**src/design/hctd_pkg.sv**
```systemverilog
`timescale 1ns / 1ps

package hctd_pkg;

    localparam logic [7:0] CHAR_CR   = 8'h0D;
    localparam logic [7:0] CHAR_LF   = 8'h0A;
    localparam logic [7:0] CHAR_SEMI = 8'h3B;
    localparam logic [7:0] CHAR_NUL  = 8'h00;

    localparam logic [1:0] STATUS_BUSY  = 2'd0;
    localparam logic [1:0] STATUS_DONE  = 2'd1;
    localparam logic [1:0] STATUS_ERROR = 2'd2;

    typedef struct packed {
        logic       consumed;
        logic       payload;
        logic [7:0] data;
        logic [1:0] status;
    } hctd_result_t;

    // Bit 4 flags a valid hex digit, bits 3:0 carry its value.
    function automatic logic [4:0] hex_digit(input logic [7:0] b);
        logic [4:0] r;
        r = 5'd0;
        if (b >= 8'h30 && b <= 8'h39) begin
            r = {1'b1, 4'(b - 8'h30)};
        end
        else if (b >= 8'h61 && b <= 8'h66) begin
            r = {1'b1, 4'(b - 8'h57)};
        end
        else if (b >= 8'h41 && b <= 8'h46) begin
            r = {1'b1, 4'(b - 8'h37)};
        end
        return r;
    endfunction

endpackage

```
**src/design/hctd_in_reg.sv**
```systemverilog
`timescale 1ns / 1ps

module hctd_in_reg
    import hctd_pkg::*;
(
    input  logic       clk,
    input  logic       rst_n,
    input  logic       in_valid,
    input  logic [7:0] in_byte,
    input  logic       fire,
    output logic       in_stall,
    output logic       held_valid,
    output logic [7:0] held_byte
);

    logic       valid_reg;
    logic [7:0] byte_reg;
    logic       take;

    // Free slot, or the held byte leaves this cycle.
    assign in_stall   = valid_reg && !fire;
    assign take       = in_valid && !in_stall;
    assign held_valid = valid_reg;
    assign held_byte  = byte_reg;

    always_ff @(posedge clk or negedge rst_n)
    begin
        if (!rst_n)
        begin
            valid_reg <= 1'b0;
        end
        else
        begin
            valid_reg <= take || (valid_reg && !fire);
        end
    end

    always_ff @(posedge clk)
    begin
        if (take)
        begin
            byte_reg <= in_byte;
        end
    end

endmodule

```
**src/design/hctd_parser.sv**
```systemverilog
`timescale 1ns / 1ps

module hctd_parser
    import hctd_pkg::*;
#(
    parameter int SIZE_LINE_CAPACITY = 32
)
(
    input  logic         clk,
    input  logic         rst_n,
    input  logic         fire,
    input  logic [7:0]   byte_in,
    output hctd_result_t result
);

    localparam int CW = $clog2(SIZE_LINE_CAPACITY);
    localparam logic [CW:0] CAP = (CW + 1)'(SIZE_LINE_CAPACITY);

    typedef enum logic [2:0] {
        PH_SIZE,
        PH_DATA,
        PH_CR,
        PH_LF,
        PH_TRAIL,
        PH_DONE,
        PH_ERR
    } phase_t;

    phase_t        phase_reg, phase_next;
    logic [31:0]   left_reg, left_next;
    logic [31:0]   accum_reg, accum_next;
    logic [CW-1:0] count_reg, count_next;
    logic          term_reg, term_next;
    logic          digit_reg, digit_next;
    logic          bad_reg, bad_next;
    logic          nonblank_reg, nonblank_next;

    logic [4:0]    hex;
    logic [31:0]   left_dec;
    logic          line_full;

    assign hex       = hex_digit(byte_in);
    assign left_dec  = left_reg - 32'd1;
    assign line_full = ({1'b0, count_reg} + (CW + 1)'(1)) >= CAP;

    always_comb
    begin
        phase_next      = phase_reg;
        left_next       = left_reg;
        accum_next      = accum_reg;
        count_next      = count_reg;
        term_next       = term_reg;
        digit_next      = digit_reg;
        bad_next        = bad_reg;
        nonblank_next   = nonblank_reg;
        result.consumed = 1'b1;
        result.payload  = 1'b0;
        result.data     = 8'd0;

        case (phase_reg)
            PH_SIZE:
            begin
                if (byte_in == CHAR_LF)
                begin
                    if (!digit_reg || bad_reg)
                    begin
                        phase_next = PH_ERR;
                    end
                    else
                    begin
                        left_next     = accum_reg;
                        phase_next    = (accum_reg != 32'd0) ? PH_DATA : PH_TRAIL;
                        nonblank_next = 1'b0;
                        accum_next    = 32'd0;
                        count_next    = '0;
                        term_next     = 1'b0;
                        digit_next    = 1'b0;
                        bad_next      = 1'b0;
                    end
                end
                else if (byte_in != CHAR_CR)
                begin
                    if (line_full)
                    begin
                        phase_next = PH_ERR;
                    end
                    else
                    begin
                        count_next = count_reg + CW'(1);
                        if (!term_reg)
                        begin
                            if (byte_in == CHAR_SEMI || byte_in == CHAR_NUL)
                            begin
                                term_next = 1'b1;
                            end
                            else
                            begin
                                digit_next = 1'b1;
                                if (!hex[4] || accum_reg[31:28] != 4'd0)
                                begin
                                    bad_next = 1'b1;
                                end
                                else
                                begin
                                    accum_next = {accum_reg[27:0], hex[3:0]};
                                end
                            end
                        end
                    end
                end
            end
            PH_DATA:
            begin
                result.payload = 1'b1;
                result.data    = byte_in;
                if (left_reg != 32'd0)
                begin
                    left_next = left_dec;
                    if (left_dec == 32'd0)
                    begin
                        phase_next = PH_CR;
                    end
                end
                else
                begin
                    phase_next = PH_CR;
                end
            end
            PH_CR:
            begin
                phase_next = (byte_in == CHAR_CR) ? PH_LF : PH_ERR;
            end
            PH_LF:
            begin
                phase_next = (byte_in == CHAR_LF) ? PH_SIZE : PH_ERR;
            end
            PH_TRAIL:
            begin
                if (byte_in == CHAR_LF)
                begin
                    if (!nonblank_reg)
                    begin
                        phase_next = PH_DONE;
                    end
                    nonblank_next = 1'b0;
                end
                else if (byte_in != CHAR_CR)
                begin
                    nonblank_next = 1'b1;
                end
            end
            PH_DONE:
            begin
                result.consumed = 1'b0;
            end
            default:
            begin
                result.consumed = 1'b0;
                phase_next      = PH_ERR;
            end
        endcase

        case (phase_next)
            PH_DONE:  result.status = STATUS_DONE;
            PH_ERR:   result.status = STATUS_ERROR;
            default:  result.status = STATUS_BUSY;
        endcase
    end

    always_ff @(posedge clk or negedge rst_n)
    begin
        if (!rst_n)
        begin
            phase_reg    <= PH_SIZE;
            left_reg     <= 32'd0;
            accum_reg    <= 32'd0;
            count_reg    <= '0;
            term_reg     <= 1'b0;
            digit_reg    <= 1'b0;
            bad_reg      <= 1'b0;
            nonblank_reg <= 1'b0;
        end
        else if (fire)
        begin
            phase_reg    <= phase_next;
            left_reg     <= left_next;
            accum_reg    <= accum_next;
            count_reg    <= count_next;
            term_reg     <= term_next;
            digit_reg    <= digit_next;
            bad_reg      <= bad_next;
            nonblank_reg <= nonblank_next;
        end
    end

endmodule

```
**src/design/hctd_out_reg.sv**
```systemverilog
`timescale 1ns / 1ps

module hctd_out_reg
    import hctd_pkg::*;
(
    input  logic         clk,
    input  logic         rst_n,
    input  logic         fire,
    input  hctd_result_t result,
    input  logic         out_stall,
    output logic         out_valid,
    output hctd_result_t held
);

    logic         valid_reg;
    hctd_result_t result_reg;

    assign out_valid = valid_reg;
    assign held      = result_reg;

    always_ff @(posedge clk or negedge rst_n)
    begin
        if (!rst_n)
        begin
            valid_reg <= 1'b0;
        end
        else
        begin
            valid_reg <= fire || (valid_reg && out_stall);
        end
    end

    always_ff @(posedge clk)
    begin
        if (fire)
        begin
            result_reg <= result;
        end
    end

endmodule

```
**src/design/http_chunked_transfer_decoder.sv**
```systemverilog
`timescale 1ns / 1ps
// Channel  Handshake            Payload
// in       in_valid / in_stall  in_byte[7:0]
// out      out_valid/out_stall  byte_consumed, payload_valid, out_byte[7:0], status[1:0]
//
// One byte per cycle sustained while out_stall is low; the byte of an input transfer is
// held in the input register, then the parse state update writes its result into the result register.
// The rate is set by the update of the parser state once per byte.
// rst_n is asynchronous, active low; it returns the parser to the size line.
// A stall on the out channel holds the result register, then the input register
// fills and in_stall rises in the same cycle that the held byte cannot advance.

module http_chunked_transfer_decoder
    import hctd_pkg::*;
#(
    parameter int SIZE_LINE_CAPACITY = 32
)
(
    input  logic       clk,
    input  logic       rst_n,
    input  logic       in_valid,
    output logic       in_stall,
    input  logic [7:0] in_byte,
    output logic       out_valid,
    input  logic       out_stall,
    output logic       byte_consumed,
    output logic       payload_valid,
    output logic [7:0] out_byte,
    output logic [1:0] status
);

    logic         held_valid;
    logic [7:0]   held_byte;
    logic         fire;
    hctd_result_t step_result;
    hctd_result_t out_result;

    // Advance the held byte when the result register is empty or being drained.
    assign fire = held_valid && (!out_valid || !out_stall);

    hctd_in_reg u_in_reg
    (
        .clk        (clk),
        .rst_n      (rst_n),
        .in_valid   (in_valid),
        .in_byte    (in_byte),
        .fire       (fire),
        .in_stall   (in_stall),
        .held_valid (held_valid),
        .held_byte  (held_byte)
    );

    // Parse state lives here; it moves only on a byte that advances.
    hctd_parser #(
        .SIZE_LINE_CAPACITY (SIZE_LINE_CAPACITY)
    ) u_parser
    (
        .clk     (clk),
        .rst_n   (rst_n),
        .fire    (fire),
        .byte_in (held_byte),
        .result  (step_result)
    );

    hctd_out_reg u_out_reg
    (
        .clk       (clk),
        .rst_n     (rst_n),
        .fire      (fire),
        .result    (step_result),
        .out_stall (out_stall),
        .out_valid (out_valid),
        .held      (out_result)
    );

    assign byte_consumed = out_result.consumed;
    assign payload_valid = out_result.payload;
    assign out_byte      = out_result.data;
    assign status        = out_result.status;

endmodule

```
**config.mk**
```make
export PLATFORM = sky130hd
export DESIGN_NAME = http_chunked_transfer_decoder
export DESIGN_NICKNAME = d
export VERILOG_FILES = /design/src/design/hctd_pkg.sv /design/src/design/hctd_in_reg.sv /design/src/design/hctd_parser.sv /design/src/design/hctd_out_reg.sv /design/src/design/http_chunked_transfer_decoder.sv
export SDC_FILE = /design/constraint.sdc
export NUM_CORES = 1
export LEC_CHECK = 0
export ABC_CLOCK_PERIOD_IN_PS = 3500
export BUFFER_PORTS_ARGS = -buffer_cell sky130_fd_sc_hd__buf_4
export CAP_MARGIN = 30
export CORE_UTILIZATION = 59
export DETAILED_ROUTE_END_ITERATION = 16
export GPL_ROUTABILITY_DRIVEN = 1
export PLACE_DENSITY = 0.77
export SETUP_SLACK_MARGIN = 0.3
export SLEW_MARGIN = 20
export SYNTH_ARGS = -nofsm -noshare
export SYNTH_HDL_FRONTEND = slang
export SYNTH_SLANG_ARGS = --single-unit
```
**constraint.sdc**
```tcl
create_clock -name clk -period 3.5 [get_ports clk]
set_input_delay 0.7 -clock clk [delete_from_list [all_inputs] [get_ports clk]]
set_output_delay 0.7 -clock clk [all_outputs]
set_load 0.02 [all_outputs]
```
==> impl_metrics.py <==
metrics = {
    "global_routing": {
        "grt_max_degree": 59,
        "grt_usage_pct": 30.37,
        "grt-ovfl-total": 0,
        "antenna_found_initial": 0,
        "grt_first_pass_wirelength_um": 23680,
        "grt_pass1_vias": 4548,
    },
    "cts": {
        "htreeDepth": 3,
        "clock_latency_ps": 380,
        "clk_pin_slew_ps": 110,
        "cts.repair.resized": 0,
        "cts.sinks": 98,
        "max-clock-path-buffers": 2,
        "cts-root-buf": "clkbuf_8",
        "postCtsSetupBuffers": 0,
        "hold_buffers": 0,
        "cts_tree": "yes",
        "cts_inserted_buffers": 9,
    },
    "logic_synthesis": {
        "synth_top_area_share_pct": 34.19,
        "yosys.area.top_type": "dfrtp_1",
        "synth-seq-cells": 98,
        "synth_flop_cell": "dfrtp_1",
        "avgSynthCellArea_um2": 8.879,
        "yosys_warnings": 0,
        "synth_area_leaders": "dfrtp_1, edfxtp_1, nand2_1",
        "synth_edf_count": 20,
        "syn-cell-area_um2": 5709,
        "syn_inst": 643,
        "yosysUniqueCellTypes": 75,
        "ys_seq_area_share_pct": 44.71,
        "synth_nets": 663,
        "async_flop_share_pct": 79.59,
    },
    "sta": {
        "fin_crit_ps": 3024,
        "setup_viol": 0,
        "timing.fmax_ghz": 0.3307,
        "tns_ps": 0,
        "hold_viol": 0,
        "period_share_pct": 86.40,
        "skew_ps": 17.13,
        "rsz0062_at_grt": "no",
        "relSlewSlack_pct": 50.10,
        "worst_slew_pin_slew_ps": 747.5,
        "finalMaxSlewViolations": 0,
    },
    "finish": {
        "regArea_um2": 2552,
        "area_delta_synth_final_pct": 7.758,
        "n_antenna_cell": 0,
        "multi_input_area_um2": 2917,
        "final_cells": 783,
        "nets": 669,
        "fill_cells": 762,
        "layout-drive-gt1-share_pct": 12.69,
    },
    "worst_setup_path": {
        "arrival_ps": 3310,
        "criticalPathCategory": "register to register",
        "cpPeakStageDelay_ps": 480,
        "endpoint_kind": "register",
        "crit_family": "simple AND/OR/NAND/NOR gates",
        "crit_fanout": 45,
        "slowest_stage": "edfxtp_1",
        "path_buf_inv": 2,
        "required_ps": 3790,
        "path_cells": "inv_1, ha_1, or3b_2, or3_4, o21a_1, nor4_2, nand2_4, buf_12, o21ai_0",
        "cp-start-kind": "register",
    },
    "hold_path": {
        "min_path_type": "input port to async pin",
    },
    "route": {
        "dr.pass1.iters": 5,
        "postRouteAntennaNets": 0,
        "initialDrtViolationCount": 388,
        "via_per_inst": 6.446,
        "wire_per_inst_um": 18.24,
        "wirelength_um": 14280,
        "vias": 5047,
        "drt_drc_violations_left": 0,
    },
    "die": {
        "core_um2": 9328,
        "row_count": 35,
        "io_pins": 26,
        "dieArea_um2": 10070,
        "fp.dieH_um": 100.4,
        "die_x_um": 100.4,
        "start_util_pct": 61.21,
    },
    "power_and_ir_drop": {
        "p_per_area_nw_per_um2": 685.7,
        "vdd_drop_max_v": 0.0003218,
        "switching_power_w": 0.001921,
        "p_clk_share_pct": 16.4,
        "p_int_w": 0.002298,
        "p_leak_nw": 2.369,
        "swShare_pct": 45.54,
        "combPwrFrac_pct": 42.1,
        "seq_power_share_pct": 41.5,
    },
    "place": {
        "port_buffers": 25,
        "place_inst": 767,
        "gp_congestion": 0.8913,
        "place_hpwl_um": 10210,
    },
    "run_status": {
        "status": "completed",
    },
    "run": {
        "maxCapViolCount": 0,
    },
}
-- metal layers --
layer  track usage [%]  share of wire (%)  vias up
met5                 0                  0        -
met4             9.142                2.1        0
met3             4.039                7.1       22
met2             43.94                 43      192
met1             47.36                 48     2450
li1                  -                  -     2383
-- per-stage QoR --
step                      util, %  total power [W]  cell area (um2)  setup slack, ps  hold WS, ps
after floorplan                 -         0.003060             5709            612.1        404.4
after global placement      63.66         0.003443             5938            675.3        439.3
after detailed placement    63.96         0.003500             5966            550.4        450.1
after CTS                   65.90         0.004190             6147            515.4        214.3
after global routing        65.96         0.004507             6152            259.1        224.7
final                       65.96         0.004219             6152            476.2        192.4
-- worst paths after layout --
path	cells after the start	startpoint	endpoint	slack (ps)
min	1	rst_n	u_parser.left_reg[18]	190
max reg2reg	9	u_in_reg.held_byte[0]	u_parser.accum_reg[12]	480
min reg2reg	1	u_parser.bad_reg	u_parser.bad_reg	470
max	9	u_in_reg.held_byte[0]	u_parser.accum_reg[12]	480
max in group asynchronous	2	rst_n	u_parser.left_reg[6]	2720
min in group clk	1	u_parser.bad_reg	u_parser.bad_reg	470
-- area by class of cell --
cell class              instances  area share, %
clock inverters                 7         0.9355
flip-flops and latches         98          41.49
inverters                      12         0.7322
well taps                     129          2.624
clock buffers                   9          2.013
repair buffers                 35          4.800
multi-input cells             493          47.41
-- cells in the final DEF (no fill, tap or decap), drive strengths merged, types with 7 or more instances in the layout --
cell type,synthesis,layout
o22ai,9,9
edfxtp,20,20
dfrtp,78,78
o21ai,87,87
nand4,13,13
ha,8,8
nand2b,7,7
a21oi,46,46
buf,20,35
a22oi,7,7
or3,9,9
clkbuf,20,9
nand2,96,96
nor2,50,50
and3,10,10
inv,12,12
nor3,25,25
nand3,17,17
nor4,25,25
-- cells in the mapped netlist, types with 11 or more instances --
cell type	number
dfrtp_1	78
a21oi_1	45
inv_1	11
clkbuf_1	20
buf_2	13
edfxtp_1	20
nor2_1	50
o21ai_0	67
nand3_1	17
nor3_1	17
o21ai_1	19
nor4_1	18
nand2_1	95
nand4_1	12
-- power by group through the flow --
stage	Combinational [W]	Clock (W)	Sequential, W
3_5_place_dp	0.00173	0	0.00177
5_1_grt	0.00196	0.000754	0.00179
4_1_cts	0.00174	0.000705	0.00174
2_1_floorplan	0.00143	0	0.00163
3_3_place_gp	0.00170	0	0.00175
6_report	0.00178	0.000693	0.00175
-- worst register-to-register path, stage by stage (launching register included) --
cell and delay [ps]:
edfxtp_1 480, inv_1 150, ha_1 190, or3b_2 470, or3_4 430, o21a_1 160
nor4_2 380, nand2_4 240, buf_12 240, o21ai_0 210
-- cell families (layout without fill, tap and decap cells) --
group,Yosys count,count (layout),synth area share [%]
compound gates,195,195,20.69
xor+xnor,6,6,0.9204
fa+ha+maj,8,8,1.753
buf+inv,52,63,4.361
flops,98,98,44.71
mux,5,5,0.9423
simple gates,279,279,26.63
No activity file was read; power rests on OpenSTA's default activity.
